`src/design/pfr_pkg.sv`:
```
// ----------------------------------------------------------------------------
// pfr_pkg
// Shared widths and codes for the polynomial fold reduction block.
// ----------------------------------------------------------------------------
package pfr_pkg;

    localparam int MAX_DEGREE = 4096;
    localparam int COEFF_BITS = 32;
    localparam int IDX_BITS   = $clog2(MAX_DEGREE);
    localparam int DEG_BITS   = 13;
    localparam int CNT_BITS   = 13;
    localparam int STEP_BITS  = $clog2(COEFF_BITS);

    typedef logic [COEFF_BITS-1:0] t_coeff;

    // configuration register indexes
    localparam logic [1:0] CFG_FOLD_DEGREE   = 2'd0;
    localparam logic [1:0] CFG_CONST_TERM    = 2'd1;
    localparam logic [1:0] CFG_PRIME_MODULUS = 2'd2;

    // request kinds
    localparam logic REQ_PUSH = 1'b0;
    localparam logic REQ_READ = 1'b1;

    localparam logic [CNT_BITS-1:0] COUNT_MAX = {CNT_BITS{1'b1}};

endpackage

```
`src/design/pfr_mulmod.sv`:
```
// ----------------------------------------------------------------------------
// pfr_mulmod
// Bit-serial modular multiply: (a * b) mod p, one bit of b per cycle.
// a must be below p; b may be any value.
// ----------------------------------------------------------------------------
module pfr_mulmod (
    input  logic                 i_clk,
    input  logic                 i_rst_n,
    input  logic                 i_start,
    input  pfr_pkg::t_coeff      i_a,
    input  pfr_pkg::t_coeff      i_b,
    input  pfr_pkg::t_coeff      i_p,
    output logic                 o_done,
    output pfr_pkg::t_coeff      o_res
);
    import pfr_pkg::*;

    logic                 r_busy;
    logic                 r_done;
    logic [STEP_BITS-1:0] r_cnt;
    t_coeff               r_acc;
    t_coeff               r_a;
    t_coeff               r_b;
    t_coeff               r_p;

    logic [COEFF_BITS:0]  w_dbl;
    logic [COEFF_BITS:0]  w_dbl_r;
    logic [COEFF_BITS:0]  w_sum;
    logic [COEFF_BITS:0]  w_sum_r;

    // one double-and-add step
    always_comb begin
        w_dbl   = {r_acc, 1'b0};
        w_dbl_r = (w_dbl >= {1'b0, r_p}) ? w_dbl - {1'b0, r_p} : w_dbl;
        w_sum   = w_dbl_r + (r_b[COEFF_BITS-1] ? {1'b0, r_a} : '0);
        w_sum_r = (w_sum >= {1'b0, r_p}) ? w_sum - {1'b0, r_p} : w_sum;
    end

    // operand capture
    always_ff @(posedge i_clk) begin
        if (i_start) begin
            r_a <= i_a;
            r_p <= i_p;
            r_b <= i_b;
            r_acc <= '0;
        end else if (r_busy) begin
            r_b   <= {r_b[COEFF_BITS-2:0], 1'b0};
            r_acc <= w_sum_r[COEFF_BITS-1:0];
        end
    end

    // step control
    always_ff @(posedge i_clk) begin
        if (!i_rst_n) begin
            r_busy <= 1'b0;
            r_done <= 1'b0;
            r_cnt  <= '0;
        end else begin
            r_done <= 1'b0;
            if (i_start) begin
                r_busy <= 1'b1;
                r_cnt  <= '0;
            end else if (r_busy) begin
                r_cnt <= r_cnt + 1'b1;
                if (r_cnt == STEP_BITS'(COEFF_BITS - 1)) begin
                    r_busy <= 1'b0;
                    r_done <= 1'b1;
                end
            end
        end
    end

    assign o_done = r_done;
    assign o_res  = r_acc;

endmodule

```
`config.mk`:
```
export PLATFORM = sky130hd
export DESIGN_NAME = pfr_mulmod
export DESIGN_NICKNAME = d
export VERILOG_FILES = /design/src/design/pfr_pkg.sv /design/src/design/pfr_mulmod.sv
export SDC_FILE = /design/constraint.sdc
export NUM_CORES = 1
export LEC_CHECK = 0
export BUFFER_PORTS_ARGS = -buffer_cell sky130_fd_sc_hd__buf_4
export CORE_ASPECT_RATIO = 0.6
export CORE_MARGIN = 10
export CORE_UTILIZATION = 30
export CTS_CLUSTER_SIZE = 8
export DETAILED_ROUTE_END_ITERATION = 10
export PLACE_DENSITY_LB_ADDON = 0.15
export SETUP_SLACK_MARGIN = 0.3
export SLEW_MARGIN = 30
export SYNTH_ARGS = -nofsm -noshare
export SYNTH_HDL_FRONTEND = slang
export SYNTH_SLANG_ARGS = --single-unit
```
`constraint.sdc`:
```
create_clock -name i_clk -period 17.15 [get_ports i_clk]
set_clock_uncertainty 0.1 [all_clocks]
set_input_delay 0.8575 -clock i_clk [delete_from_list [all_inputs] [get_ports i_clk]]
set_output_delay 0.8575 -clock i_clk [all_outputs]
set_load 0.005 [all_outputs]
```
## Word-level counts from Yosys, hierarchy flattened

Index checks and enable logic that the tools add are counted.

- Register bits: 135
- Bits of input ports: 99
- Word-level logic and storage cells: 28

- Add/subtract/negate cells: 4
- Order comparisons: 2
- Equality and inequality tests: 1
- Mux-type cells: 9
- Bitwise operators: 2
- Reduce and logical (&&, ||, !) cells: 3

Operators with widths:

| operator | number |
|---|---|
| 2-to-1 mux 32 bit | 4 |
| greater-or-equal comparator 33 x 32 -> 1 bit | 2 |
| adder 33 x 32 -> 33 bit | 1 |
| 2-to-1 mux 33 bit | 1 |
| subtractor 33 x 32 -> 33 bit | 1 |
| subtractor 32 bit | 1 |
| adder 5 x 1 -> 5 bit, second input constant | 1 |
| equality test 5 bit, second input constant | 1 |
| 2-to-1 mux 1 bit | 4 |
| OR reduction 3 bit | 1 |
| NOT 1 bit | 2 |
| nonzero test 2 bit | 1 |
| OR reduction 2 bit | 1 |

## Longest topological paths before layout

- Word-level depth: 5
- Gate-level depth with buffers: 34
- Depth with buffers taken out: 31

## Worst setup path after synthesis

No wires, ideal clock.

- Path kind: register to register
- From: reg r_p[30]
- To: reg r_acc[2], in the netlist o_res[2]
- Setup time: 0.122 ns
- Arrival: 7.146 ns
- Slack: 9.782 ns
- Stages on the path, launching flop included: 32
- Path buffers: 3
- Period minus slack after synthesis: 7.368 ns
- Path through: edfxtp_1 inv_1 ha_1 clkbuf_1 nand3_1 or3_1 or4_1 o221ai_1 o21ai_2 clkbuf_1 nor2_1 ha_1 inv_1 fa_1 nand2b_1 a21oi_1 o21ai_1 o31a_1 o41a_1 nand2b_1 a21oi_1 xnor2_1 ha_1 a21o_1 a21o_1 a221oi_1 o21ai_1 a2111oi_1 mux2_4 buf_4 nor3_1 a311o_1

- Longest elaborated chain between the ends: 5
- Elaborated cells on any way between the ends: 7
- Those cells by class: 3 x add/sub; 2 x order compare; 2 x mux

Ends and longest elaborated chain:

| item | RTL line | source |
|---|---|---|
| start: declaration | pfr_mulmod.sv:24 | `t_coeff r_p;` |
| start signal: assignment | pfr_mulmod.sv:43 | `r_p <= i_p;` |
| subtractor 33 x 32 -> 33 bit / greater-or-equal comparator 33 x 32 -> 1 bit (equally long branches) | pfr_mulmod.sv:34 | `w_dbl_r = (w_dbl >= {1'b0, r_p}) ? w_dbl - {1'b0, r_p} : w_dbl;` |
| 2-to-1 mux 33 bit | pfr_mulmod.sv:34 |  |
| adder 33 x 32 -> 33 bit | pfr_mulmod.sv:35 | `w_sum = w_dbl_r + (r_b[COEFF_BITS-1] ? {1'b0, r_a} : '0);` |
| greater-or-equal comparator 33 x 32 -> 1 bit / subtractor 32 bit (equally long branches) | pfr_mulmod.sv:36 | `w_sum_r = (w_sum >= {1'b0, r_p}) ? w_sum - {1'b0, r_p} : w_sum;` |
| 2-to-1 mux 32 bit * | pfr_mulmod.sv:36 |  |
| end signal: assignment | pfr_mulmod.sv:48 | `r_acc <= w_sum_r[COEFF_BITS-1:0];` |
| end: declaration | pfr_mulmod.sv:21 | `t_coeff r_acc;` |

Mark *: on every way between the ends. The rest lies on a longest branch, timed or not.
A chain may end at the register's enable or synchronous reset.

## Final worst setup path

- From: reg r_p[1]
- To: reg r_acc[31], in the netlist o_res[31]

- Longest elaborated chain between the ends: 5
- Elaborated cells on any way between the ends: 7
- Those cells by class: 3 x add/sub; 2 x order compare; 2 x mux

Ends and longest elaborated chain:

| item | RTL line |
|---|---|
| subtractor 33 x 32 -> 33 bit / greater-or-equal comparator 33 x 32 -> 1 bit (equally long branches) | pfr_mulmod.sv:34 |
| 2-to-1 mux 33 bit | pfr_mulmod.sv:34 |
| adder 33 x 32 -> 33 bit | pfr_mulmod.sv:35 |
| subtractor 32 bit / greater-or-equal comparator 33 x 32 -> 1 bit (equally long branches) | pfr_mulmod.sv:36 |
| 2-to-1 mux 32 bit * | pfr_mulmod.sv:36 |

Marked as above.

==> metrics.cfg <==
[routing]
drt_drc_violations_left=0
initialDrtViolationCount=916
routedWlPerCell_um=19.99
route.detailed.vias_per_inst=5.226
ant_nets=0
routed-via-count=9287
drt-total-wl_um=35520
dr.pass1.iters=7

[synthesis]
synthMostInstantiatedCell=sky130_fd_sc_hd__nand2_1
netlist_instances=1177
synth.area.top_cells=sky130_fd_sc_hd__edfxtp_1, sky130_fd_sc_hd__ha_1, sky130_fd_sc_hd__dfxtp_1
synthesis.area_per_instance_um2=8.990
yosysWarnings=0
syn_nets=1377
synth_sequential_area_ratio_pct=34.62
number_of_synthesized_flops_with_an_enable_pin=96
netlist-cell-type-count=78
synth-main-ff-cell=sky130_fd_sc_hd__edfxtp_1
fraction_of_synthesized_cell_area_taken_by_the_top_area_cell_type_pct=27.24
post-synth-top-area-cell=sky130_fd_sc_hd__edfxtp_1
async_reset_ff_share_pct=0
synth_area_um2=10580
postSynthRegisterBits=135
netlist_top_cells_count=sky130_fd_sc_hd__nand2_1, sky130_fd_sc_hd__ha_1, sky130_fd_sc_hd__edfxtp_1

[cells_and_area]
diodes=0
drive_gt1_share_pct=16.87
final-instance-count-excl-fill=1777
flow.area_growth_from_synthesis_pct=19.12
nFillCells=3635
nNetsFinal=1497

[grt]
grt_antenna_before_repair=0
grt_overflow_total=0
grt_first_pass_wirelength_um=53740
grt_pass1_vias=8748
grt_util_all_layers_pct=16.03
grt_max_degree=66

[placed_design]
placed_cell_count=1745
gpl.final_weighted_congestion=0.9024
post-dp-hpwl_um=27630
portBuffers=131

[sta]
final_min_period_over_clock_period_pct=54.38
final_period_minus_worst_setup_slack_ps=9326
max_slew_margin_pct=40.80
final-hold-violation-count=0
timing_worst_slew_pin_value_ps=888.0
rsz0062_at_grt=false
fmaxAchievable_ghz=0.1072
finalMaxSlewViolations=0
fin_setup_tns_ps=0
setup_viol_count_final=0

[power]
vdd.ir_drop.worst_mv=0.08113
powerDensity_nw_per_um2=216.4
power.leakage_uw=0.005318

[setup_path]
crit_type=flop to flop
crit_family=compound AO/OA/AOI/OAI gates
reg2reg_from=r_p[1]
endpoint_kind=flop
cp_slowest_cell=sky130_fd_sc_hd__a2111oi_1
critical-path-top-cell-by-count=sky130_fd_sc_hd__o21ai_0
startpoint=r_p[1]
worstPathMaxFanout=36
critical_path_buf_inv_count=1
timing.critical_path.from_type=flop
cp_slowest_stage_delay_ps=680
critPathRequiredTime_ps=17400
worst-endpoint-arrival_ps=9580

[floorplanning]
core_ar_um2=34880
top_level_ports=132
core.rowCount=53
floorplan.die_area_um2=43430
die_width_um=262.5
fp.dieH_um=165.5
starting_density_of_the_core_pct=30.34

[clock_network]
worst_setup_hold_path_clk_slew_ps=60
tritoncts_num_sinks=135
cts-htree-levels=4
number_of_buffers_between_clock_root_and_the_deepest_sink=2
cts_resized=0
cts_setup_buffers=0
ctsHoldBuffers=0
cts_made_buffers=17
tritoncts=done
clk-insertion-delay-late_ps=460
root_buffer_cell=sky130_fd_sc_hd__clkbuf_16

[run_status]
outcome=complete, no violations

[worst_hold_path]
hold_class=flop to flop
min_delay_src=r_cnt[3]

[run]
count_of_max_cap_constraint_violations=0

==> registers in the layout (all words and copies together), names as in the netlist <==
signal,cells
o_res,32
r_a,32
r_b,32
r_p,32
r_cnt,5
o_done,1
r_busy,1
==> cell usage in the layout, fill, tap and decap left out, types with 19 or more instances in the layout <==
| cell | synthesis | final |
|---|---|---|
| sky130_fd_sc_hd__mux2_2 | 33 | 33 |
| sky130_fd_sc_hd__ha_1 | 98 | 98 |
| sky130_fd_sc_hd__edfxtp_1 | 96 | 96 |
| sky130_fd_sc_hd__buf_4 | 2 | 138 |
| sky130_fd_sc_hd__nand3_1 | 32 | 32 |
| sky130_fd_sc_hd__nor2_1 | 85 | 85 |
| sky130_fd_sc_hd__o21ai_0 | 77 | 77 |
| sky130_fd_sc_hd__a311oi_1 | 24 | 24 |
| sky130_fd_sc_hd__a21o_1 | 30 | 30 |
| sky130_fd_sc_hd__inv_1 | 63 | 63 |
| sky130_fd_sc_hd__nor3_1 | 19 | 19 |
| sky130_fd_sc_hd__dfxtp_1 | 39 | 38 |
| sky130_fd_sc_hd__xnor2_1 | 56 | 56 |
| sky130_fd_sc_hd__a21oi_1 | 87 | 87 |
| sky130_fd_sc_hd__and2_1 | 34 | 34 |
| sky130_fd_sc_hd__xor2_1 | 25 | 25 |
| sky130_fd_sc_hd__nand2_1 | 132 | 132 |
==> routing by layer <==
| metal | part of all wire (%) | track usage [%] | wire (µm) | vias up |
|---|---|---|---|---|
| li1 | - | - | - | 4593 |
| met4 | 1.1 | 3.612 | 378 | 0 |
| met5 | 0 | 0 | 0 | - |
| met2 | 39 | 21.64 | 13870 | 250 |
| met3 | 5.8 | 3.893 | 2067 | 22 |
| met1 | 54 | 24.57 | 19200 | 4422 |
==> metrics by stage <==
stage	utilization [%]	area [µm²]	setup WS (ps)	total power, µW	hold WS [ps]
floorplan	-	10580	9782	1812	367.3
global placement	34.54	12050	8111	2341	385.2
detailed placement	34.54	12050	8078	2333	394.3
CTS	36.14	12600	8033	2712	417.3
global route	36.14	12600	7246	2952	447.2
finish	36.14	12600	7824	2727	413.2
==> cell families (layout without fill, tap and decap cells) <==
family	after synthesis	count (layout)	share of synthesized area, %
and+or+nand+nor	377	377	16.86
AOI/OAI and AO/OA	343	343	21.54
DFF	135	135	34.62
adders and majority gates	101	101	12.16
buffers and inverters	100	233	3.772
xor gates and xnor gates	81	81	6.705
muxes	40	40	4.340
==> worst min-delay path: stages, from the launching register on <==
cell	delay, ps
sky130_fd_sc_hd__dfxtp_1	340
sky130_fd_sc_hd__xor2_1	70
sky130_fd_sc_hd__nor2_1	70
==> report_power, final <==
group	internal, µW	switching, µW	total, µW	leakage [µW]
combinational	732	1190	1920	0.00379
clock	199	163	362	0.000261
sequential	401	44.5	445	0.00127
total	1330	1390	2730	0.00532
==> area by class of cell <==
class | instances | area [µm²] | area share [%]
Clock inverter | 15 | 131.4 | 1.042
Inverter | 63 | 236.5 | 1.876
Clock buffer | 17 | 425.4 | 3.375
Sequential cell | 135 | 3665 | 29.07
Multi-Input combinational cell | 942 | 6526 | 51.78
Tap cell | 467 | 584.3 | 4.636
Timing Repair Buffer | 138 | 1036 | 8.219
==> final timing paths <==
kind / endpoint / slack [ps] / depth (start not counted)
worst max-delay path: o_res[31] / 7820 / 29
worst min-delay path: r_cnt[3] / 410 / 2
worst max register to register: o_res[31] / 7820 / 29
worst min register to register: r_cnt[3] / 410 / 2
Note: power is estimated with default switching activity, not from simulation.
